<file path="config.mk">
export PLATFORM = sky130hd
export DESIGN_NAME = elf_hashed_key_table
export DESIGN_NICKNAME = d
export VERILOG_FILES = /design/src/sv/ehkt_pkg.sv /design/src/sv/ehkt_ram.sv /design/src/sv/ehkt_front.sv /design/src/sv/ehkt_fifo.sv /design/src/sv/ehkt_back.sv /design/src/sv/elf_hashed_key_table.sv
export SDC_FILE = /design/constraint.sdc
export NUM_CORES = 2
export LEC_CHECK = 0
export BUFFER_PORTS_ARGS = -buffer_cell sky130_fd_sc_hd__buf_2
export CAP_MARGIN = 10
export CORE_UTILIZATION = 40
export CTS_BUF_LIST = sky130_fd_sc_hd__clkbuf_8
export CTS_CLUSTER_DIAMETER = 40
export CTS_CLUSTER_SIZE = 16
export DETAILED_ROUTE_END_ITERATION = 10
export PLACE_DENSITY = 0.61
export SYNTH_ARGS = -nofsm -noshare
export SYNTH_HDL_FRONTEND = slang
export SYNTH_SLANG_ARGS = --single-unit
</file>
<file path="constraint.sdc">
create_clock -name clk -period 11.4 [get_ports clk]
set_clock_uncertainty 0.05 [all_clocks]
set_input_delay 1.71 -clock clk [delete_from_list [all_inputs] [get_ports clk]]
set_output_delay 1.71 -clock clk [all_outputs]
set_load 0.02 [all_outputs]
</file>
<file path="src/sv/ehkt_pkg.sv">
// shared types, constants and the hash step for the hashed key table
// no dependencies; imported by ehkt_front, ehkt_fifo, ehkt_back and the top module
`timescale 1ns / 1ps
`default_nettype none

package ehkt_pkg;

	localparam int unsigned CAPACITY_DEF   = 16;
	localparam int unsigned DATA_WIDTH_DEF = 32;
	localparam int unsigned QUEUE_DEPTH    = 2;

	localparam int unsigned ACC_W   = 32;
	localparam int unsigned HASH_W  = 31;
	localparam int unsigned VALUE_W = 32;
	localparam int unsigned MODE_W  = 2;
	localparam int unsigned STAT_W  = 2;

	localparam logic [ACC_W-1:0] TOP_NIBBLE  = 32'hF000_0000;
	localparam int unsigned      NIBBLE_FOLD = 24;
	localparam int unsigned      HASH_SHIFT  = 4;

	// operation codes
	localparam logic [MODE_W-1:0] MODE_INSERT = 2'd0;
	localparam logic [MODE_W-1:0] MODE_LOOKUP = 2'd1;
	localparam logic [MODE_W-1:0] MODE_REMOVE = 2'd2;

	// result status codes
	localparam logic [STAT_W-1:0] STATUS_OK   = 2'd0;
	localparam logic [STAT_W-1:0] STATUS_MISS = 2'd1;
	localparam logic [STAT_W-1:0] STATUS_FULL = 2'd2;

	// one table operation, as queued between front and back
	typedef struct packed {
		logic [MODE_W-1:0]  mode;
		logic [HASH_W-1:0]  key;
		logic [VALUE_W-1:0] value;
	} ehkt_op_t;

	// one elf hash step; a zero byte leaves the hash alone
	function automatic logic [ACC_W-1:0] elf_fold(input logic [ACC_W-1:0] h,
			input logic [7:0] b);
		logic [ACC_W-1:0] t;
		logic [ACC_W-1:0] top;
		t   = (h << HASH_SHIFT) + ACC_W'(b);
		top = t & TOP_NIBBLE;
		t   = (t ^ (top >> NIBBLE_FOLD)) & ~top;
		if (b == 8'd0) begin
			t = h;
		end
		return t;
	endfunction

endpackage

`default_nettype wire

</file>
<file path="src/sv/ehkt_ram.sv">
// generic single write port ram with registered read
// no dependencies
`timescale 1ns / 1ps
`default_nettype none

module ehkt_ram #(
	parameter int unsigned WIDTH = 32,
	parameter int unsigned DEPTH = 16
) (
	input  wire logic                                      clk,
	input  wire logic                                      we,
	input  wire logic [((DEPTH > 1) ? $clog2(DEPTH) : 1)-1:0] waddr,
	input  wire logic [WIDTH-1:0]                          wdata,
	input  wire logic [((DEPTH > 1) ? $clog2(DEPTH) : 1)-1:0] raddr,
	output logic      [WIDTH-1:0]                          rdata
);

	logic [WIDTH-1:0] mem_q [DEPTH];

	always_ff @(posedge clk) begin
		if (we) begin
			mem_q[waddr] <= wdata;
		end
		rdata <= mem_q[raddr];
	end

endmodule

`default_nettype wire

</file>
<file path="src/sv/ehkt_front.sv">
// front end: accepts name bytes, folds the running hash, queues an operation on the last byte
// depends on ehkt_pkg
`timescale 1ns / 1ps
`default_nettype none

module ehkt_front (
	input  wire logic                          clk,
	input  wire logic                          arst_n,
	input  wire logic                          in_valid,
	output logic                               in_stall,
	input  wire logic [ehkt_pkg::MODE_W-1:0]   mode,
	input  wire logic [7:0]                    name_char,
	input  wire logic                          last,
	input  wire logic [ehkt_pkg::VALUE_W-1:0]  value,
	input  wire logic                          q_full,
	output logic                               push,
	output ehkt_pkg::ehkt_op_t                 push_op
);

	import ehkt_pkg::*;

	logic [ACC_W-1:0] hash_q;
	logic [ACC_W-1:0] hash_next;
	logic             accept;

	assign in_stall  = q_full;
	assign accept    = in_valid && !q_full;
	assign hash_next = elf_fold(hash_q, name_char);
	assign push      = accept && last;

	always_comb begin
		push_op.mode  = mode;
		push_op.key   = hash_next[HASH_W-1:0];
		push_op.value = value;
	end

	always_ff @(posedge clk or negedge arst_n) begin
		if (!arst_n) begin
			hash_q <= '0;
		end else if (accept) begin
			// restart the hash once the name is complete
			hash_q <= last ? '0 : hash_next;
		end
	end

endmodule

`default_nettype wire

</file>
<file path="src/sv/ehkt_fifo.sv">
// short request queue between front and back end
// depends on ehkt_pkg
`timescale 1ns / 1ps
`default_nettype none

module ehkt_fifo (
	input  wire logic               clk,
	input  wire logic               arst_n,
	input  wire logic               push,
	input  wire ehkt_pkg::ehkt_op_t push_op,
	output logic                    full,
	input  wire logic               pop,
	output ehkt_pkg::ehkt_op_t      head,
	output logic                    empty
);

	import ehkt_pkg::*;

	localparam int unsigned PTR_W = (QUEUE_DEPTH > 1) ? $clog2(QUEUE_DEPTH) : 1;
	localparam int unsigned CNT_W = $clog2(QUEUE_DEPTH + 1);

	ehkt_op_t           slot_q [QUEUE_DEPTH];
	logic [PTR_W-1:0]   wr_ptr_q;
	logic [PTR_W-1:0]   rd_ptr_q;
	logic [CNT_W-1:0]   cnt_q;
	logic               do_push;
	logic               do_pop;

	assign full    = (cnt_q == CNT_W'(QUEUE_DEPTH));
	assign empty   = (cnt_q == '0);
	assign do_push = push && !full;
	assign do_pop  = pop && !empty;
	assign head    = slot_q[rd_ptr_q];

	function automatic logic [PTR_W-1:0] ptr_inc(input logic [PTR_W-1:0] p);
		return (p == PTR_W'(QUEUE_DEPTH - 1)) ? '0 : p + PTR_W'(1);
	endfunction

	always_ff @(posedge clk) begin
		if (do_push) begin
			slot_q[wr_ptr_q] <= push_op;
		end
	end

	always_ff @(posedge clk or negedge arst_n) begin
		if (!arst_n) begin
			wr_ptr_q <= '0;
			rd_ptr_q <= '0;
			cnt_q    <= '0;
		end else begin
			if (do_push) begin
				wr_ptr_q <= ptr_inc(wr_ptr_q);
			end
			if (do_pop) begin
				rd_ptr_q <= ptr_inc(rd_ptr_q);
			end
			if (do_push && !do_pop) begin
				cnt_q <= cnt_q + CNT_W'(1);
			end else if (do_pop && !do_push) begin
				cnt_q <= cnt_q - CNT_W'(1);
			end
		end
	end

endmodule

`default_nettype wire

</file>
<file path="src/sv/ehkt_back.sv">
// back end: key match, table update and result register
// depends on ehkt_pkg and ehkt_ram
`timescale 1ns / 1ps
`default_nettype none

module ehkt_back #(
	parameter int unsigned CAPACITY   = ehkt_pkg::CAPACITY_DEF,
	parameter int unsigned DATA_WIDTH = ehkt_pkg::DATA_WIDTH_DEF
) (
	input  wire logic                               clk,
	input  wire logic                               arst_n,
	input  wire ehkt_pkg::ehkt_op_t                 head,
	input  wire logic                               q_empty,
	output logic                                    pop,
	output logic                                    out_valid,
	input  wire logic                               out_stall,
	output logic [ehkt_pkg::STAT_W-1:0]             status,
	output logic [ehkt_pkg::VALUE_W-1:0]            data_out,
	output logic [$clog2(CAPACITY + 1)-1:0]         entry_count,
	output logic [ehkt_pkg::HASH_W-1:0]             name_hash
);

	import ehkt_pkg::*;

	localparam int unsigned SLOT_W = (CAPACITY > 1) ? $clog2(CAPACITY) : 1;
	localparam int unsigned CNT_W  = $clog2(CAPACITY + 1);

	typedef enum logic [1:0] {ST_IDLE, ST_DECIDE, ST_RESULT} state_t;

	state_t              state_q;
	logic [CAPACITY-1:0] valid_q;
	logic [CAPACITY-1:0] hit_q;
	logic [CAPACITY-1:0] free_q;
	logic [HASH_W-1:0]   key_q [CAPACITY];
	logic [CNT_W-1:0]    count_q;
	ehkt_op_t            op_q;
	logic [STAT_W-1:0]   res_status_q;
	logic                rd_pending_q;

	logic [CAPACITY-1:0]   hit_vec;
	logic [SLOT_W-1:0]     hit_idx;
	logic [SLOT_W-1:0]     free_idx;
	logic                  hit_any;
	logic                  free_any;
	logic                  is_insert;
	logic                  key_we;
	logic                  ram_we;
	logic [SLOT_W-1:0]     ram_waddr;
	logic [DATA_WIDTH-1:0] ram_rdata;
	logic                  can_load;

	// parallel key compare against the queue head
	always_comb begin
		for (int i = 0; i < CAPACITY; i++) begin
			hit_vec[i] = valid_q[i] && (key_q[i] == head.key);
		end
	end

	// lowest matching and lowest free slot
	always_comb begin
		hit_idx  = '0;
		free_idx = '0;
		for (int i = CAPACITY - 1; i >= 0; i--) begin
			if (hit_q[i]) begin
				hit_idx = SLOT_W'(i);
			end
			if (free_q[i]) begin
				free_idx = SLOT_W'(i);
			end
		end
	end

	assign hit_any   = |hit_q;
	assign free_any  = |free_q;
	assign is_insert = (op_q.mode == MODE_INSERT);
	assign pop       = (state_q == ST_IDLE) && !q_empty;
	assign can_load  = !out_valid || !out_stall;
	assign key_we    = (state_q == ST_DECIDE) && is_insert && !hit_any && free_any;
	assign ram_we    = (state_q == ST_DECIDE) && is_insert && (hit_any || free_any);
	assign ram_waddr = hit_any ? hit_idx : free_idx;

	ehkt_ram #(
		.WIDTH (DATA_WIDTH),
		.DEPTH (CAPACITY)
	) u_value_ram (
		.clk   (clk),
		.we    (ram_we),
		.waddr (ram_waddr),
		.wdata (DATA_WIDTH'(op_q.value)),
		.raddr (hit_idx),
		.rdata (ram_rdata)
	);

	always_ff @(posedge clk) begin
		if (key_we) begin
			key_q[free_idx] <= op_q.key;
		end
	end

	always_ff @(posedge clk or negedge arst_n) begin
		if (!arst_n) begin
			state_q      <= ST_IDLE;
			valid_q      <= '0;
			hit_q        <= '0;
			free_q       <= '0;
			count_q      <= '0;
			op_q         <= '0;
			res_status_q <= STATUS_OK;
			rd_pending_q <= 1'b0;
			out_valid    <= 1'b0;
			status       <= STATUS_OK;
			data_out     <= '0;
			entry_count  <= '0;
			name_hash    <= '0;
		end else begin
			// result taken; in the result state the load below decides instead
			if (out_valid && !out_stall && (state_q != ST_RESULT)) begin
				out_valid <= 1'b0;
			end
			case (state_q)
				ST_IDLE: begin
					if (!q_empty) begin
						op_q    <= head;
						hit_q   <= hit_vec;
						free_q  <= ~valid_q;
						state_q <= ST_DECIDE;
					end
				end
				ST_DECIDE: begin
					res_status_q <= STATUS_OK;
					rd_pending_q <= 1'b0;
					if (is_insert) begin
						if (!hit_any) begin
							if (free_any) begin
								valid_q[free_idx] <= 1'b1;
								count_q           <= count_q + CNT_W'(1);
							end else begin
								res_status_q <= STATUS_FULL;
							end
						end
					end else if (hit_any) begin
						rd_pending_q <= 1'b1;
						if (op_q.mode == MODE_REMOVE) begin
							valid_q[hit_idx] <= 1'b0;
							count_q          <= count_q - CNT_W'(1);
						end
					end else begin
						res_status_q <= STATUS_MISS;
					end
					state_q <= ST_RESULT;
				end
				ST_RESULT: begin
					if (can_load) begin
						out_valid   <= 1'b1;
						status      <= res_status_q;
						data_out    <= rd_pending_q ? VALUE_W'(ram_rdata) : '0;
						entry_count <= count_q;
						name_hash   <= op_q.key;
						state_q     <= ST_IDLE;
					end
				end
				default: begin
					state_q <= ST_IDLE;
				end
			endcase
		end
	end

endmodule

`default_nettype wire

</file>
<file path="src/sv/elf_hashed_key_table.sv">
// a result shows on out_valid once its key has passed the queue and the back end states
// throughput: name bytes go in one per cycle while in_stall is low; each complete name
// holds the back end through match, update and result before the next name is taken
// reset: arst_n clears the running hash, the queue, all valid bits and the entry count;
// stored keys and values are not cleared and need no clearing pass
// depends on ehkt_pkg, ehkt_front, ehkt_fifo, ehkt_back
`timescale 1ns / 1ps
`default_nettype none

module elf_hashed_key_table #(
	parameter int unsigned CAPACITY   = ehkt_pkg::CAPACITY_DEF,
	parameter int unsigned DATA_WIDTH = ehkt_pkg::DATA_WIDTH_DEF
) (
	input  wire logic                               clk,
	input  wire logic                               arst_n,
	// request channel, one name byte per request
	input  wire logic                               in_valid,
	output logic                                    in_stall,
	input  wire logic [ehkt_pkg::MODE_W-1:0]        mode,
	input  wire logic [7:0]                         name_char,
	input  wire logic                               last,
	input  wire logic [ehkt_pkg::VALUE_W-1:0]       value,
	// result channel, one result per complete name
	output logic                                    out_valid,
	input  wire logic                               out_stall,
	output logic [ehkt_pkg::STAT_W-1:0]             status,
	output logic [ehkt_pkg::VALUE_W-1:0]            data_out,
	output logic [$clog2(CAPACITY + 1)-1:0]         entry_count,
	output logic [ehkt_pkg::HASH_W-1:0]             name_hash
);

	import ehkt_pkg::*;

	localparam int unsigned CNT_W = $clog2(CAPACITY + 1);

	// front to queue
	logic     push;
	ehkt_op_t push_op;
	logic     q_full;

	// queue to back
	ehkt_op_t q_head;
	logic     q_empty;
	logic     pop;

	// the front folds each byte into the running hash and, on the last byte,
	// hands the finished 31-bit key with mode and value to the queue
	ehkt_front u_front (
		.clk       (clk),
		.arst_n    (arst_n),
		.in_valid  (in_valid),
		.in_stall  (in_stall),
		.mode      (mode),
		.name_char (name_char),
		.last      (last),
		.value     (value),
		.q_full    (q_full),
		.push      (push),
		.push_op   (push_op)
	);

	// two-deep queue lets bytes keep flowing while the back end is busy
	ehkt_fifo u_fifo (
		.clk     (clk),
		.arst_n  (arst_n),
		.push    (push),
		.push_op (push_op),
		.full    (q_full),
		.pop     (pop),
		.head    (q_head),
		.empty   (q_empty)
	);

	// the back end matches the key against all valid entries at once, updates
	// the table and holds the result in its output register until taken
	ehkt_back #(
		.CAPACITY   (CAPACITY),
		.DATA_WIDTH (DATA_WIDTH)
	) u_back (
		.clk         (clk),
		.arst_n      (arst_n),
		.head        (q_head),
		.q_empty     (q_empty),
		.pop         (pop),
		.out_valid   (out_valid),
		.out_stall   (out_stall),
		.status      (status),
		.data_out    (data_out),
		.entry_count (entry_count),
		.name_hash   (name_hash)
	);

	// the entry count never runs past the table size
	a_count_bound: assert property (@(posedge clk) disable iff (!arst_n)
		out_valid |-> (entry_count <= CNT_W'(CAPACITY)))
		else $error("entry count above capacity");

	// a full report only ever comes from a full table
	a_full_means_full: assert property (@(posedge clk) disable iff (!arst_n)
		(out_valid && (status == STATUS_FULL)) |-> (entry_count == CNT_W'(CAPACITY)))
		else $error("table full reported below capacity");

	// a miss never returns data
	a_miss_no_data: assert property (@(posedge clk) disable iff (!arst_n)
		(out_valid && (status == STATUS_MISS)) |-> (data_out == '0))
		else $error("data returned on a miss");

endmodule

`default_nettype wire
</file>
==> impl_metrics.yaml <==
synth:
  synth_area_per_cell_um2: 15.54
  synth_cells: 3566
  synthFlopType: "edfxtp_1"
  synth_top_family_by_area: "XOR/XNOR gates"
  syn-num-nets: 3623
  synth_fa_ha_area_frac: 0.002528
  yosys_warnings: 0
  synth_seq_area_share: 0.7315
  async_reset_ff_frac: 0.1637
  yosys-mux-area-fraction: 0.05151
  synth-xor-area-share: 0.08470
  ys_types: 68
  synth_compound_area_frac: 0.05438
  syn_area_mm2: 0.05543
  synthSimpleGateAreaFrac: 0.06169
  synth_edf_count: 1138
  synth_seq_cells: 1399
route:
  drt-vias-per-instance: 5.465
  ant_nets: 0
  firstDrtPassIters: 7
  drc: 0
  dr_total_vias: 31644
  drt-total-wl_um: 152800
  drt_iter0_drc: 3024
  wl_per_cell_um: 26.39
sta:
  finalCritPeriodShare: 0.3891
  maxSlewHeadroom: 0.06760
  setup_viol: 0
  fmax_mhz: 225.5
  fin_crit_ns: 4.436
  tns_ns: 0
  grt_setup_unrepaired: "no"
  final-max-slew-violation-count: 0
  finalHoldViolCount: 0
  worst_pin_slew_ns: 1.399
global_route:
  use_met2: 0.3507
  grt_pass1_vias: 31388
  grt_first_pass_wirelength_um: 218000
  grt_overflow_total: 0
  antenna_found_initial: 17
  top_usage_layer: "met2"
  grt_max_degree: 126
  grt_usage: 0.2164
  gr-usage-met1: 0.2832
  grtUsageMet3: 0.05057
clock_tree:
  cts.sinks: 1399
  root_buffer: "clkbuf_8"
  htreeDepth: 4
  cts_resized: 0
  hold_buffers: 0
  numCtsBuffers: 187
  clk_pin_slew_worst_paths_ns: 0.07
  cts.path.max_buffers: 3
  cts_tree: "built"
  postCtsSetupBuffers: 0
  clk_latency_ns: 0.97
power_and_ir_drop:
  p_leak_uw: 0.02280
  power-per-cell-area_mw_per_mm2: 236.5
  ir_worst_vdd_v: 0.0001759
  power.total_uw: 15000
floorplan:
  fp-row-count: 136
  die_x_um: 374.2
  die_area_mm2: 0.1401
  start_util: 0.4031
  core_area_mm2: 0.1375
  io_pins: 119
  dieHeight_um: 374.2
setup_path:
  crit_arrival_ns: 4.91
  r2r_start: "u_back.hit_q[2]"
  start_kind: "flop"
  crit_fanout: 32
  crit_type: "flop to flop"
  end_kind: "flop"
  worstPathRequired_ns: 11.87
  worstSetupStartpoint: "u_back.hit_q[2]"
job:
  cap_violations: 0
finish:
  fin_util: 0.4614
  syn2layout_area_growth_pct: 14.44
  num-nets-final: 3883
  layout-drive-gt1-share: 0.1731
place:
  hpwl_um: 89050
  portBuffers: 118
  gp_congestion: 0.8256
status:
  status: "finished clean"
worst_hold_path:
  min_from: "u_back.u_value_ram.rdata[5]"
  hold_path.class: "flop to flop"
-- where the power goes --
part / switching [uW] / internal (uW)
logic: 2130 / 1030
clock network: 2200 / 2220
registers: 864 / 6560
total: 5190 / 9820
-- routing by layer --
layer  wire (um)  part of all wire
met5         118           0.00077
met4        4975             0.033
met3       12120             0.079
met2       72730              0.48
met1       62850              0.41
-- cell type report --
type                    instances  area, um2
diodes                          3      7.507
fillers                     11987      74060
inverters                      12      50.05
repair buffers                229       1474
clock buffers                 193       2656
clock inverters               163       1805
well taps                    1794       2245
flip-flops and latches       1399      40550
multi-input cells            1997      14650
-- logic make-up after synthesis --
kind of cell             Yosys count
adder cells (fa/ha/maj)           10
multiplexers                     269
buffers and inverters            170
XOR/XNOR                         536
flip-flops                      1399
AND/OR/NAND/NOR                  695
AO/OA/AOI/OAI                    487
-- critical path, stage by stage, from the launching register on --
cell	delay [ns]
dfrtp_1	0.98
inv_1	0.46
a21oi_1	0.35
or2_2	0.55
nand2_1	0.47
a211o_1	0.50
nor2_4	0.14
buf_4	0.53
-- stage by stage --
step	instances	hold WS (ns)	setup WS, ns	instance area (um2)
finish	5790	0.3952	6.964	63430
global route	5789	0.4267	6.705	63430
CTS	5785	0.3966	6.973	63380
detailed placement	5429	0.3883	6.782	58920
global placement	5429	0.3834	6.901	58920
floorplan	3566	0.3765	6.178	55430
-- flip-flops by register name, indices dropped and copies added (netlist names), 2 cells and up --
register                  count
u_fifo.slot_q               130
u_fifo.cnt_q                  2
u_back.key_q                496
u_back.res_status_q           2
u_back.valid_q               16
u_back.count_q                5
u_back.op_q                  65
u_back.state_q                2
u_back.hit_q                 16
u_back.u_value_ram.mem_q    512
u_back.entry_count            5
u_back.name_hash             31
u_front.hash_q               31
u_back.free_q                16
u_back.data_out              32
u_back.u_value_ram.rdata     32
u_back.status                 2
-- synthesized netlist by cell type, types with 14 or more instances --
library cell	instances	share of area
a21oi_1	65	0.0059
o21ai_0	208	0.019
buf_2	52	0.0047
xor2_1	216	0.034
o211ai_1	18	0.0024
nand2_1	258	0.017
or4_1	25	0.0034
nor2_1	101	0.0068
mux2i_1	197	0.036
xnor2_1	320	0.051
nor4_1	102	0.012
nand3_1	67	0.0060
a21o_1	18	0.0024
mux2i_2	29	0.0072
nand2b_1	14	0.0016
o22ai_1	56	0.0063
and3_1	25	0.0028
a31oi_1	29	0.0033
dfxtp_1	32	0.012
nand4_1	66	0.0074
edfxtp_1	1138	0.62
mux2_2	43	0.0087
o2111ai_1	14	0.0022
clkbuf_1	89	0.0060
dfrtp_1	229	0.10
-- worst paths after layout --
check | end | slack, ns | cells past startpoint
max in group asynchronous | u_back.count_q[3] | 9.15 | 2
min in group asynchronous | u_front.hash_q[18] | 0.66 | 1
worst min register to register | u_back.data_out[5] | 0.40 | 2
worst max-delay path | u_back.u_value_ram.mem_q[12][15] | 6.96 | 7
worst min-delay path | u_back.data_out[5] | 0.40 | 2
worst max register to register | u_back.u_value_ram.mem_q[12][15] | 6.96 | 7
-- cell usage in the layout, fill, tap and decap left out, drive strengths merged, types with 25 or more instances in the layout --
cell type and count:
nand4 66, mux2i 226, xnor2 320, nor4 104, nor2 102, nand3 67
nand2 258, mux2 43, xor2 216, a21oi 65, clkinv 57, a31oi 29
or4 25, dfrtp 229, and3 25, clkbuf 193, buf 229, o21ai 210
inv 75, o22ai 56, dfxtp 32, edfxtp 1138
Power figures use the tool's default switching activity.
